## src/rtl/clsr_pkg.sv

```systemverilog
package clsr_pkg;

  localparam int CAPACITY_DEF   = 1024;
  localparam int DATA_WIDTH_DEF = 32;

  localparam int VALUE_W   = 32;
  localparam int STEPS_W   = 16;
  localparam int STATUS_W  = 2;
  localparam int ENTRIES_W = 11;

  localparam logic CMD_PUSH = 1'b0;
  localparam logic CMD_POP  = 1'b1;

  localparam logic [STATUS_W-1:0] STATUS_OK    = 2'd0;
  localparam logic [STATUS_W-1:0] STATUS_EMPTY = 2'd1;
  localparam logic [STATUS_W-1:0] STATUS_FULL  = 2'd2;

  // Strobes from the controller to the datapath.
  typedef struct packed {
    logic latch_in;
    logic set_full;
    logic set_empty;
    logic alloc_read;
    logic alloc_fresh;
    logic take_slot;
    logic push_link;
    logic push_tie;
    logic mod_init;
    logic mod_step;
    logic take_cursor;
    logic walk_start;
    logic walk_step;
    logic unlink;
    logic load_out;
  } dp_cmd_t;

  // Conditions from the datapath back to the controller.
  typedef struct packed {
    logic cmd_pop;
    logic count_zero;
    logic count_one;
    logic count_full;
    logic rc_zero;
    logic mod_last;
    logic rem_zero;
    logic walk_last;
    logic out_free;
  } dp_stat_t;

endpackage

```

## src/rtl/clsr_ctrl.sv

```systemverilog
module clsr_ctrl (
  input  logic               clk,
  input  logic               rst,
  input  logic               in_valid,
  output logic               in_ready,
  input  clsr_pkg::dp_stat_t stat,
  output clsr_pkg::dp_cmd_t  cmd
);

  import clsr_pkg::*;

  localparam logic [3:0] S_IDLE       = 4'd0;
  localparam logic [3:0] S_DECODE     = 4'd1;
  localparam logic [3:0] S_PUSH_SLOT  = 4'd2;
  localparam logic [3:0] S_PUSH_LINK  = 4'd3;
  localparam logic [3:0] S_PUSH_TIE   = 4'd4;
  localparam logic [3:0] S_MOD        = 4'd5;
  localparam logic [3:0] S_WALK_START = 4'd6;
  localparam logic [3:0] S_WALK       = 4'd7;
  localparam logic [3:0] S_UNLINK_RD  = 4'd8;
  localparam logic [3:0] S_UNLINK     = 4'd9;
  localparam logic [3:0] S_DONE       = 4'd10;

  logic [3:0] state;
  logic [3:0] state_next;

  always_ff @(posedge clk) begin
    if (rst) begin
      state <= S_IDLE;
    end else begin
      state <= state_next;
    end
  end

  // No beat is taken while reset is held.
  assign in_ready = (state == S_IDLE) && !rst;

  always_comb begin
    state_next = state;
    cmd        = '0;
    unique case (state)
      S_IDLE: begin
        if (in_valid) begin
          cmd.latch_in = 1'b1;
          state_next   = S_DECODE;
        end
      end
      S_DECODE: begin
        if (!stat.cmd_pop) begin
          if (stat.count_full) begin
            cmd.set_full = 1'b1;
            state_next   = S_DONE;
          end else if (!stat.rc_zero) begin
            cmd.alloc_read = 1'b1;
            state_next     = S_PUSH_SLOT;
          end else begin
            cmd.alloc_fresh = 1'b1;
            state_next      = S_PUSH_LINK;
          end
        end else begin
          if (stat.count_zero) begin
            cmd.set_empty = 1'b1;
            state_next    = S_DONE;
          end else if (stat.count_one) begin
            cmd.take_cursor = 1'b1;
            state_next      = S_UNLINK_RD;
          end else begin
            cmd.mod_init = 1'b1;
            state_next   = S_MOD;
          end
        end
      end
      S_PUSH_SLOT: begin
        cmd.take_slot = 1'b1;
        state_next    = S_PUSH_LINK;
      end
      S_PUSH_LINK: begin
        cmd.push_link = 1'b1;
        state_next    = stat.count_zero ? S_DONE : S_PUSH_TIE;
      end
      S_PUSH_TIE: begin
        cmd.push_tie = 1'b1;
        state_next   = S_DONE;
      end
      S_MOD: begin
        cmd.mod_step = 1'b1;
        if (stat.mod_last) begin
          state_next = S_WALK_START;
        end
      end
      S_WALK_START: begin
        cmd.walk_start = 1'b1;
        state_next     = stat.rem_zero ? S_UNLINK_RD : S_WALK;
      end
      S_WALK: begin
        cmd.walk_step = 1'b1;
        if (stat.walk_last) begin
          state_next = S_UNLINK_RD;
        end
      end
      S_UNLINK_RD: begin
        state_next = S_UNLINK;
      end
      S_UNLINK: begin
        cmd.unlink = 1'b1;
        state_next = S_DONE;
      end
      S_DONE: begin
        if (stat.out_free) begin
          cmd.load_out = 1'b1;
          state_next   = S_IDLE;
        end
      end
      default: begin
        state_next = S_IDLE;
      end
    endcase
  end

endmodule

```

## config.mk

```make
export PLATFORM = sky130hd
export DESIGN_NAME = clsr_ctrl
export DESIGN_NICKNAME = d
export VERILOG_FILES = /design/src/rtl/clsr_pkg.sv /design/src/rtl/clsr_ctrl.sv
export SDC_FILE = /design/constraint.sdc
export NUM_CORES = 1
export LEC_CHECK = 0
export ABC_CLOCK_PERIOD_IN_PS = 2400
export BUFFER_PORTS_ARGS = -buffer_cell sky130_fd_sc_hd__buf_2
export CAP_MARGIN = 0
export CORE_MARGIN = 2
export CORE_UTILIZATION = 32
export DETAILED_ROUTE_END_ITERATION = 7
export PLACE_DENSITY_LB_ADDON = 0.25
export SYNTH_ARGS = -nofsm -noshare
export SYNTH_HDL_FRONTEND = slang
export SYNTH_SLANG_ARGS = --single-unit
```

## constraint.sdc

```tcl
create_clock -name clk -period 2.4 [get_ports clk]
set_input_delay 0.48 -clock clk [delete_from_list [all_inputs] [get_ports clk]]
set_output_delay 0.48 -clock clk [all_outputs]
set_load 0.05 [all_outputs]
```

==> metrics, run 1 <==
Hold Path Class in2reg; Max-Cap Viols 0; Max Root-Sink Buffers 2; clock latency on the worst-skew pair 0.23 ns; FF-to-FF path depth 4; Post-DP HPWL 1050 um; WHS Endpoint state[0]; Least-Margin Pin Slew 0.538 ns; max FFs per register 4; RSZ-0062 raised after global routing no; diode count 0; clock network power share 0.109; number of I/O pins 28; worst hold stages 2; row cnt 14; Slew Limit Fails 0; Fin Setup TNS 0 ns; post-synthesis sequential area ratio 0.152; syn_area_per_cell 6.82 um2; Die Width 44.5 um; CTS Hold Bufs 0; GR Util All Layers 0.155; post-CTS resize count 0; Die ar. 1980 um2; worst-path maximum fanout 13; status finished, final reports clean; Nets 117; routed wire length 1380 um; Overflow after GRT 0; initial antenna violation count 0; Arr. time, crit path 1.75 ns; number of global-route vias before repair 542; Vias 656; Synth Instances 77; clk slew on worst S/H paths 0.04 ns; area growth from synthesis to layout 31.2%; Cell Area, Placed 667 um2; Fin. Hold Viols 0; Setup CP Type reg2out; Top Registers state: 4 flops; H-tree depth 1; Post-Syn Area 526 um2; internal power 0.000329 W; crit path from state[0]; most common cell after layout, fill and taps aside buf_2; fin crit share 0.927; count of final setup violators 0; net count after synthesis 89; post-DR vias/cell 5.51; Worst Setup End Kind primary output; sw power 0.000433 W; Unique masters post-synth 31; layout cells sized above 1 0.330; Worst setup SP type flip-flop; Design Area, Final 689 um2; Achievable Freq 449 MHz; placeable core area 1520 um2; final hold slack 0.494 ns; Worst R2R End state[3]; sequential power share 0.237; global-route wire length before repair 2270 um; Worst slew margin 0.641; commonest cells after routing, fill and taps aside buf_2 (27), nor2_1 (11), nor3_1 (7), inv_1 (7), a21oi_1 (6); post-DR wirelength/cell 11.6 um; Final min period 2.23 ns; Synth Register Bits 4; CTS tree yes; First DRT Iteration DRCs 27; Worst VDD drop 0.405 mV; PD cells 1110 nW/um2; RePlAce Congestion 0.781; Remaining DRCs 0; TritonCTS Buffers 3; Worst EP required 1.92 ns; FF-to-FF Start state[2]; Largest Register state; Initial Util 0.345; post-CTS setup buffer count 0; clock sinks 4; clock root buffer clkbuf_4; Switching Share 0.568; Detailed Routing Iterations Pass 1 4; hold_sp rst; Ys Warns 0; setup clock skew after layout 0.000372 ns; Reg2Reg Setup Slack 0.76 ns; largest net degree at the start of global routing 19; Port Buf Inserts 27; Post-DRT Antenna Nets 0; Comb pwr share 0.655; LEAKAGE 0.344 nW; Die Ht 44.5 um
## cell families after synthesis
group | count (synthesis) | share of synthesized area
buf+inv | 11 | 0.0881
simple gates | 42 | 0.452
mux | 1 | 0.0190
compound gates | 19 | 0.288
flops | 4 | 0.152
## worst max path at each step
stage	endpoint
floorplan	cmd[13]
global placement	cmd[13]
detailed placement	cmd[13]
CTS	cmd[13]
global route	cmd[13]
finish	cmd[13]
## worst max-delay path, stage by stage, from the launching register on
cell,delay [ns]
dfxtp_1,0.57
nor3b_1,0.31
nand2b_1,0.15
nor3b_1,0.20
buf_2,0.29
## routing by layer
metal | track usage | up-vias | wire length [um]
met1 | 0.202 | 293 | 671
met2 | 0.238 | 25 | 612
met4 | 0.0545 | 0 | 0
li1 | - | 338 | -
met3 | 0.0490 | 0 | 91
met5 | 0 | - | 0
## synthesized netlist by cell type
| library cell | n | area (um2) |
|---|---|---|
| or3b_1 | 1 | 8.76 |
| buf_2 | 4 | 20.0 |
| and4_1 | 1 | 8.76 |
| nor3_1 | 7 | 35.0 |
| a311oi_1 | 1 | 8.76 |
| a21oi_1 | 6 | 30.0 |
| o2bb2ai_4 | 1 | 27.5 |
| nand3_1 | 2 | 10.0 |
| o22ai_1 | 3 | 18.8 |
| o22a_1 | 1 | 8.76 |
| and3_1 | 2 | 12.5 |
| or2_1 | 1 | 6.26 |
| or4_4 | 1 | 11.3 |
| or3_1 | 1 | 6.26 |
| nand2_1 | 2 | 7.51 |
| o21ai_0 | 1 | 5.00 |
| nor2_1 | 11 | 41.3 |
| nor4_1 | 1 | 6.26 |
| o311a_1 | 1 | 10.0 |
| inv_1 | 7 | 26.3 |
| nand2b_1 | 5 | 31.3 |
| o32ai_1 | 1 | 8.76 |
| o21a_1 | 1 | 7.51 |
| nor3b_1 | 4 | 30.0 |
| mux2i_1 | 1 | 10.0 |
| nor3_2 | 1 | 10.0 |
| dfxtp_1 | 4 | 80.1 |
| nor2b_1 | 2 | 12.5 |
| o21bai_1 | 1 | 7.51 |
| a32o_1 | 1 | 10.0 |
| a22o_1 | 1 | 8.76 |
## layout make-up
type / instances / area (um2)
Tap cell: 16 / 20.0
Sequential cell: 4 / 80.1
Inverter: 7 / 26.3
Clock buffer: 3 / 22.5
Multi-Input combinational cell: 62 / 405
Fill cell: 157 / 835
Timing Repair Buffer: 27 / 135
## per-stage QoR
step / power (W) / utilization / std cells / worst slack (ns)
finish: 0.000762 / 0.452 / 119 / 0.175
floorplan: 0.000586 / - / 77 / 0.0349
global placement: 0.000676 / 0.438 / 116 / 0.467
CTS: 0.000766 / 0.452 / 119 / 0.195
global route: 0.000828 / 0.452 / 119 / 0.0359
detailed placement: 0.000677 / 0.438 / 116 / 0.455
## power groups by stage
stage | sequential [W] | combinational [W] | clock (W)
final | 0.000180 | 0.000499 | 0.0000829
after global routing | 0.000188 | 0.000544 | 0.0000955
after CTS | 0.000177 | 0.000501 | 0.0000876
after detailed placement | 0.000179 | 0.000499 | 0
after global placement | 0.000177 | 0.000500 | 0
after floorplan | 0.000112 | 0.000474 | 0
No activity file was read; power rests on OpenSTA's default activity.
==> run 2: changes to the inputs <==
--- a/config.mk
+++ b/config.mk
@@ -5,11 +5,12 @@
 export SDC_FILE = /design/constraint.sdc
 export NUM_CORES = 1
 export LEC_CHECK = 0
-export ABC_CLOCK_PERIOD_IN_PS = 2400
+export ABC_CLOCK_PERIOD_IN_PS = 1800
 export BUFFER_PORTS_ARGS = -buffer_cell sky130_fd_sc_hd__buf_2
 export CAP_MARGIN = 0
 export CORE_MARGIN = 2
 export CORE_UTILIZATION = 32
+export CTS_CLUSTER_SIZE = 28
 export DETAILED_ROUTE_END_ITERATION = 7
 export PLACE_DENSITY_LB_ADDON = 0.25
 export SYNTH_ARGS = -nofsm -noshare
==> constraint.sdc (replaced) <==
create_clock -name clk -period 1.8 [get_ports clk]
set_input_delay 0.36 -clock clk [delete_from_list [all_inputs] [get_ports clk]]
set_output_delay 0.36 -clock clk [all_outputs]
set_load 0.05 [all_outputs]
==> run 2 against run 1 <==
  * First-iteration DRC count shrank 59%
  * Sequential power grew 3%
  * Cell area grew 28%
  * Routed wire length grew 24%
  * Clock power grew 36%
  * Power grew 68%
  * Highest routed layer is now met4
  * Utilization grew 12 points
  * The run now ends with negative setup slack left
==> metrics, run 2 (synthesis gave the netlist of run 1 again) <==
Largest Register state (unchanged); placed cells 125 (was 116); failing checks negative setup slack; fin crit share 1.01; area growth from synthesis to layout 67.4% (was 31.2%); clk slew on worst S/H paths 0.04 ns (about the same); clock latency on the worst-skew pair 0.24 ns (was 0.23 ns); critical path's slowest cell or4_4 (was dfxtp_1); CP peak stage delay 0.57 ns (about the same); FF-to-FF path depth 5 (was 4); internal power 0.000608 W (was 0.000329 W); sequential power share 0.144 (was 0.237); most common cell after layout, fill and taps aside buf_2 (unchanged); post-DR wirelength/cell 13.3 um (was 11.6 um); clock root buffer clkbuf_4 (unchanged); Max-Cap Viols 0 (unchanged); post-DR vias/cell 5.69 (was 5.51); row cnt 14 (unchanged); Worst slew margin 0.802 (was 0.641); number of I/O pins 28 (unchanged); initial antenna violation count 0 (unchanged); crit path from state[1] (was state[0]); Die ar. 1980 um2 (unchanged); Worst VDD drop 0.712 mV (was 0.405 mV); largest net degree at the start of global routing 13 (was 19); sw power 0.000672 W (was 0.000433 W); H-tree depth 1 (unchanged); Arr. time, crit path 1.45 ns (was 1.75 ns); WP buf/inv 1 (unchanged); Least-Margin Pin Slew 0.296 ns (was 0.538 ns); count of final setup violators 1 (was 0); RePlAce Congestion 0.864 (was 0.781); clock sinks 4 (unchanged); Fin. Hold Viols 0 (unchanged); status finished, violations left (was finished, final reports clean); Overflow after GRT 0 (unchanged); GR Util All Layers 0.183 (was 0.155); global-route wire length before repair 2790 um (was 2270 um); layout cells sized above 1 0.478 (was 0.330); LEAKAGE 0.418 nW (was 0.344 nW); Top Registers state: 4 flops (unchanged); Setup CP Type reg2out (unchanged); Final min period 1.81 ns; Port Buf Inserts 27 (unchanged); CTS tree yes (unchanged); Hold Path Class in2reg (unchanged); setup clock skew after layout 0.00334 ns (was 0.000372 ns); Worst setup SP type flip-flop (unchanged); Crit path max-delay family simple AND/OR/NAND/NOR gates (unchanged); Detailed Routing Iterations Pass 1 4 (unchanged); clock network power share 0.088 (was 0.109); RSZ-0062 raised after global routing yes (was no); Die Ht 44.5 um (unchanged); Fillers 132 (was 157); Switching Share 0.525 (was 0.568); diode count 0 (unchanged); worst setup margin -0.0123 ns (was 0.175 ns); Worst Setup End Kind primary output (unchanged); Worst EP required 1.44 ns (was 1.92 ns); commonest cells after routing, fill and taps aside buf_2 (15), buf_4 (10), nor2_1 (9) (was buf_2 (27), nor2_1 (11), nor3_1 (7), inv_1 (7), a21oi_1 (6)); Reg2Reg Setup Slack 0.24 ns (was 0.76 ns); Critical Path Stages 3 (was 4); Worst R2R End state[3] (unchanged); Post-DRT Antenna Nets 0 (unchanged); Die Width 44.5 um (unchanged); CTS Hold Bufs 0 (unchanged); Comb pwr share 0.768 (was 0.655); placeable core area 1520 um2 (unchanged); worst-path maximum fanout 8 (was 13); max FFs per register 4 (unchanged); PD cells 1460 nW/um2 (was 1110 nW/um2); Achievable Freq 552 MHz; Vias 734 (was 656); Post-DP HPWL 1290 um (was 1050 um); Nets 127 (was 117); worst setup path end cmd[14] (was cmd[13]); First DRT Iteration DRCs 11 (was 27); CP Cell Sequence or4_4 -> nor2_2 -> buf_6 (was nor3b_1 -> nand2b_1 -> nor3b_1 -> buf_2); Finished Layout Cells 129 (was 119); Place WS 0.104 ns (was 0.455 ns); number of global-route vias before repair 670 (was 542); Slew Limit Fails 0 (unchanged); Max Root-Sink Buffers 2 (unchanged); Remaining DRCs 0 (unchanged); Initial Util 0.345 (unchanged); TritonCTS Buffers 3 (unchanged); routed wire length 1710 um (was 1380 um); FF-to-FF Start state[2] (unchanged)
## run 2: worst min path at each step
stage                     start       end  slack (ns)  depth (start not counted)
final                       rst  state[0]        0.39                          2
after global routing        rst  state[0]        0.40                          2
after CTS                   rst  state[0]        0.37                          2
after detailed placement    rst  state[0]        0.62                          2
after global placement      rst  state[0]        0.62                          2
after floorplan             rst  state[0]        0.43                          1
## run 2: area by class of cell
type | count | area (um2) | share of cell area
clock buffers | 3 | 22.5 | 0.0256
inverters | 7 | 26.3 | 0.0299
multi-input cells | 62 | 452 | 0.514
flip-flops and latches | 4 | 85.1 | 0.0967
well taps | 16 | 20.0 | 0.0228
repair buffers | 37 | 274 | 0.312
## run 2: through the flow
step	TNS (ns)	util	area, um2	power [W]	hold WS (ns)
after floorplan	-0.137	-	562	0.000812	0.432
after global placement	0	0.502	764	0.00102	0.619
after detailed placement	0	0.502	764	0.00103	0.624
after CTS	0	0.542	826	0.00121	0.372
after global routing	-0.150	0.577	880	0.00136	0.397
final	-0.0123	0.577	880	0.00128	0.390
## run 2: per-layer routing
metal	GRT usage	up-vias	share of wire	wire length, um
li1	-	356	-	-
met1	0.233	343	0.43	741
met2	0.304	31	0.49	845
met3	0.0286	4	0.056	96
met4	0.0727	0	0.016	27
met5	0	-	0	0
## run 2: timing repair
action	in CTS	in global routing
setup buffers	0	1
pin swaps	1	3
endpoints found under the setup margin	9	10
gates resized for setup	13	15
gates cloned	0	0
## run 2: power groups by stage
stage | Sequential, W | Clock [W] | Combinational [W]
after floorplan | 0.000149 | 0 | 0.000662
after global placement | 0.000170 | 0 | 0.000855
after detailed placement | 0.000173 | 0 | 0.000862
after CTS | 0.000177 | 0.000113 | 0.000920
after global routing | 0.000188 | 0.000125 | 0.00104
final | 0.000185 | 0.000113 | 0.000983
==> run 3: changes to the inputs <==
--- a/config.mk
+++ b/config.mk
@@ -5,6 +5,7 @@
 export SDC_FILE = /design/constraint.sdc
 export NUM_CORES = 1
 export LEC_CHECK = 0
+export ABC_AREA = 1
 export ABC_CLOCK_PERIOD_IN_PS = 1800
 export BUFFER_PORTS_ARGS = -buffer_cell sky130_fd_sc_hd__buf_2
 export CAP_MARGIN = 0
==> constraint.sdc (replaced) <==
create_clock -name clk -period 1.8 [get_ports clk]
set_input_delay 0.09 -clock clk [delete_from_list [all_inputs] [get_ports clk]]
set_output_delay 0.09 -clock clk [all_outputs]
set_load 0.05 [all_outputs]
==> run 3 against run 2 <==
  * The run now ends clean
  * Utilization down 11 points
  * First-iteration DRC count is 18% lower
  * Sequential share of layout area is 1.9 points higher
  * Global-route usage shrank 4.4 points
  * Clock power about the same
  * Clock skew is 0.0042 ns higher
  * Routed wire length down 24%
  * Sequential cell count unchanged
  * Cell area fell by 21%
  * Critical endpoint is now cmd[12]
  * Largest cell class unchanged
==> metrics, run 3 <==
Largest Register state (unchanged); number of I/O pins 28 (unchanged); layout cells sized above 1 0.298 (was 0.478); net count after synthesis 113 (was 89); Max-Cap Viols 0 (unchanged); post-CTS resize count 0 (was 13); Reg2Reg Setup Slack 0.45 ns (was 0.24 ns); clk slew on worst S/H paths 0.03 ns (was 0.04 ns); WHS Endpoint state[2] (was state[0]); post-CTS setup buffer count 0 (unchanged); GRT met1 Usage 0.185 (was 0.233); Vias 670 (was 734); worst-path maximum fanout 6 (was 8); First DRT Iteration DRCs 9 (was 11); post-synthesis sequential area ratio 0.158 (was 0.152); Critical Path Stages 5 (was 3); hold_sp rst (unchanged); GR Util All Layers 0.139 (was 0.183); Unique masters post-synth 15 (was 31); RePlAce Congestion 0.881 (was 0.864); clock root buffer clkbuf_4 (unchanged); global-route wire length before repair 2040 um (was 2790 um); most frequent cell after synthesis nand2_1 (was nor2_1); post-DR wirelength/cell 8.88 um (was 13.3 um); post-DR vias/cell 4.56 (was 5.69); top cells by count, synth nand2_1 (31), inv_1 (22), nor2_1 (19), nand3_1 (6) (was nor2_1 (11), inv_1 (7), nor3_1 (7), a21oi_1 (6), nand2b_1 (5)); Die Ht 43.8 um (was 44.5 um); max FFs per register 4 (unchanged); Synth area leader nand2_1 (was dfxtp_1); met2 global-route usage 0.226 (was 0.304); Worst slew margin 0.778 (was 0.802); Design Area, Final 692 um2 (was 880 um2); syn_area_per_cell 5.03 um2 (was 6.82 um2); Worst setup SP type flip-flop (unchanged); CTS tree yes (unchanged); WP buf/inv 2 (was 1); Final min period 1.56 ns (was 1.81 ns); Remaining DRCs 0 (unchanged); number of global-route vias before repair 531 (was 670); area growth from synthesis to layout 36.2% (was 67.4%); Hold Path Class in2reg (unchanged); CP peak stage delay 0.41 ns (was 0.57 ns); Slew Limit Fails 0 (unchanged); met3 Track Usage GR 0.0417 (was 0.0286); top post-synthesis cells by area nand2_1 (23%), inv_1 (16%), dfxtp_1 (16%) (was dfxtp_1 (15%), nor2_1 (7.9%), nor3_1 (6.7%)); Ys Warns 0 (unchanged); total power draw 0.000952 W (was 0.00128 W); Max Root-Sink Buffers 2 (unchanged); Synth Instances 101 (was 77); Arr. time, crit path 1.47 ns (was 1.45 ns); Synth Register Bits 4 (unchanged); largest net degree at the start of global routing 8 (was 13); gr busiest metal met2 (unchanged); Fin. Hold Viols 0 (unchanged); Detailed Routing Iterations Pass 1 4 (unchanged); Post-Syn Area 508 um2 (was 526 um2); RSZ-0062 raised after global routing no (was yes); Worst Setup End Kind primary output (unchanged); Crit path max-delay family simple AND/OR/NAND/NOR gates (unchanged); Worst R2R End state[2] (was state[3]); routed wire length 1310 um (was 1710 um); Worst VDD drop 0.586 mV (was 0.712 mV); status finished, final reports clean (was finished, violations left); fin crit share 0.868 (was 1.01); Worst EP required 1.71 ns (was 1.44 ns); Least-Margin Pin Slew 0.332 ns (was 0.296 ns); FF-to-FF Start state[2] (unchanged); Post-DP HPWL 1130 um (was 1290 um); placeable core area 1490 um2 (was 1520 um2); Setup CP Type reg2out (unchanged); H-tree depth 1 (unchanged); Initial Util 0.341 (was 0.345); Place WS 0.466 ns (was 0.104 ns); critical path's slowest cell dfxtp_1 (was or4_4); Post-DRT Antenna Nets 0 (unchanged); Overflow after GRT 0 (unchanged); post-layout util 0.465 (was 0.577); Top Registers state: 4 flops (unchanged); count of final setup violators 0 (was 1); Achievable Freq 640 MHz (was 552 MHz); Nets 145 (was 127); Die Width 43.8 um (was 44.5 um); number of flops mapped to enable cells by yosys 0 (unchanged); initial antenna violation count 0 (unchanged); Cell Area, Placed 669 um2 (was 764 um2); worst hold stages 2 (unchanged); diode count 0 (unchanged); clock sinks 4 (unchanged); TritonCTS Buffers 3 (unchanged); asr flop ratio synth 0 (unchanged); setup clock skew after layout 0.00754 ns (was 0.00334 ns); top cell type's share of synthesized area 0.229 (was 0.152); CTS Hold Bufs 0 (unchanged); worst setup margin 0.237 ns (was -0.0123 ns); LEAKAGE 0.465 nW (was 0.418 nW); PD cells 1380 nW/um2 (was 1460 nW/um2); Die ar. 1920 um2 (was 1980 um2); most common cell after layout, fill and taps aside nand2_1 (was buf_2); row cnt 14 (unchanged); Port Buf Inserts 27 (unchanged); clock latency on the worst-skew pair 0.24 ns (about the same); commonest cells after routing, fill and taps aside nand2_1 (31), buf_2 (27), inv_1 (22) (was buf_2 (15), buf_4 (10), nor2_1 (9)); Synth Flop Type dfxtp_1 (unchanged); CP Cell Sequence inv_1 -> nor2_2 -> nand2_4 -> nor3_1 -> buf_2 (was or4_4 -> nor2_2 -> buf_6); FF-to-FF path depth 8 (was 5)
run 3: metrics by stage:
stage	TNS [ns]	hold slack (ns)	std cells
after floorplan	-0.157	0.152	101
after global placement	0	0.316	144
after detailed placement	0	0.318	144
after CTS	0	0.0775	147
after global routing	0	0.0742	147
final	0	0.0786	147
run 3: worst max-delay path by stage:
stage / to / slack, ns / startpoint
after floorplan: cmd[12] / -0.08 / state[0]
after global placement: cmd[11] / 0.46 / state[0]
after detailed placement: state[2] / 0.47 / state[2]
after CTS: cmd[11] / 0.22 / state[0]
after global routing: cmd[11] / 0.15 / state[0]
final: cmd[12] / 0.24 / state[0]
run 3: layout make-up:
| cell class | instances | area (um2) |
|---|---|---|
| repair buffers | 27 | 135 |
| flip-flops and latches | 4 | 80.1 |
| multi-input cells | 75 | 352 |
| fillers | 168 | 797 |
| inverters | 22 | 82.6 |
| well taps | 16 | 20.0 |
| clock buffers | 3 | 22.5 |
run 3: report_power, final:
group / internal [W] / total [W] / switching (W)
clock: 0.0000745 / 0.000112 / 0.0000371
sequential: 0.000121 / 0.000158 / 0.0000374
combinational: 0.000173 / 0.000682 / 0.000509
run 3: cells by family after synthesis:
group	after synthesis	synth area share
DFF	4	0.158
and+or+nand+nor	66	0.584
buffers and inverters	22	0.163
AOI/OAI and AO/OA	9	0.0960
run 3: worst reg2reg max path: stages (launching register included):
cell and delay [ns]:
dfxtp_1 0.38, inv_1 0.05, nor2_1 0.23, nand2_1 0.11
nor2_1 0.20, inv_1 0.08, nand3_2 0.07, nand2_1 0.05
a21oi_2 0.11
run 3: routing by layer:
| metal | vias up | wire length (um) | part of all wire |
|---|---|---|---|
| met4 | 0 | 0 | 0 |
| met5 | - | 0 | 0 |
| met2 | 21 | 589 | 0.45 |
| li1 | 365 | - | - |
| met3 | 0 | 94 | 0.072 |
| met1 | 284 | 621 | 0.48 |
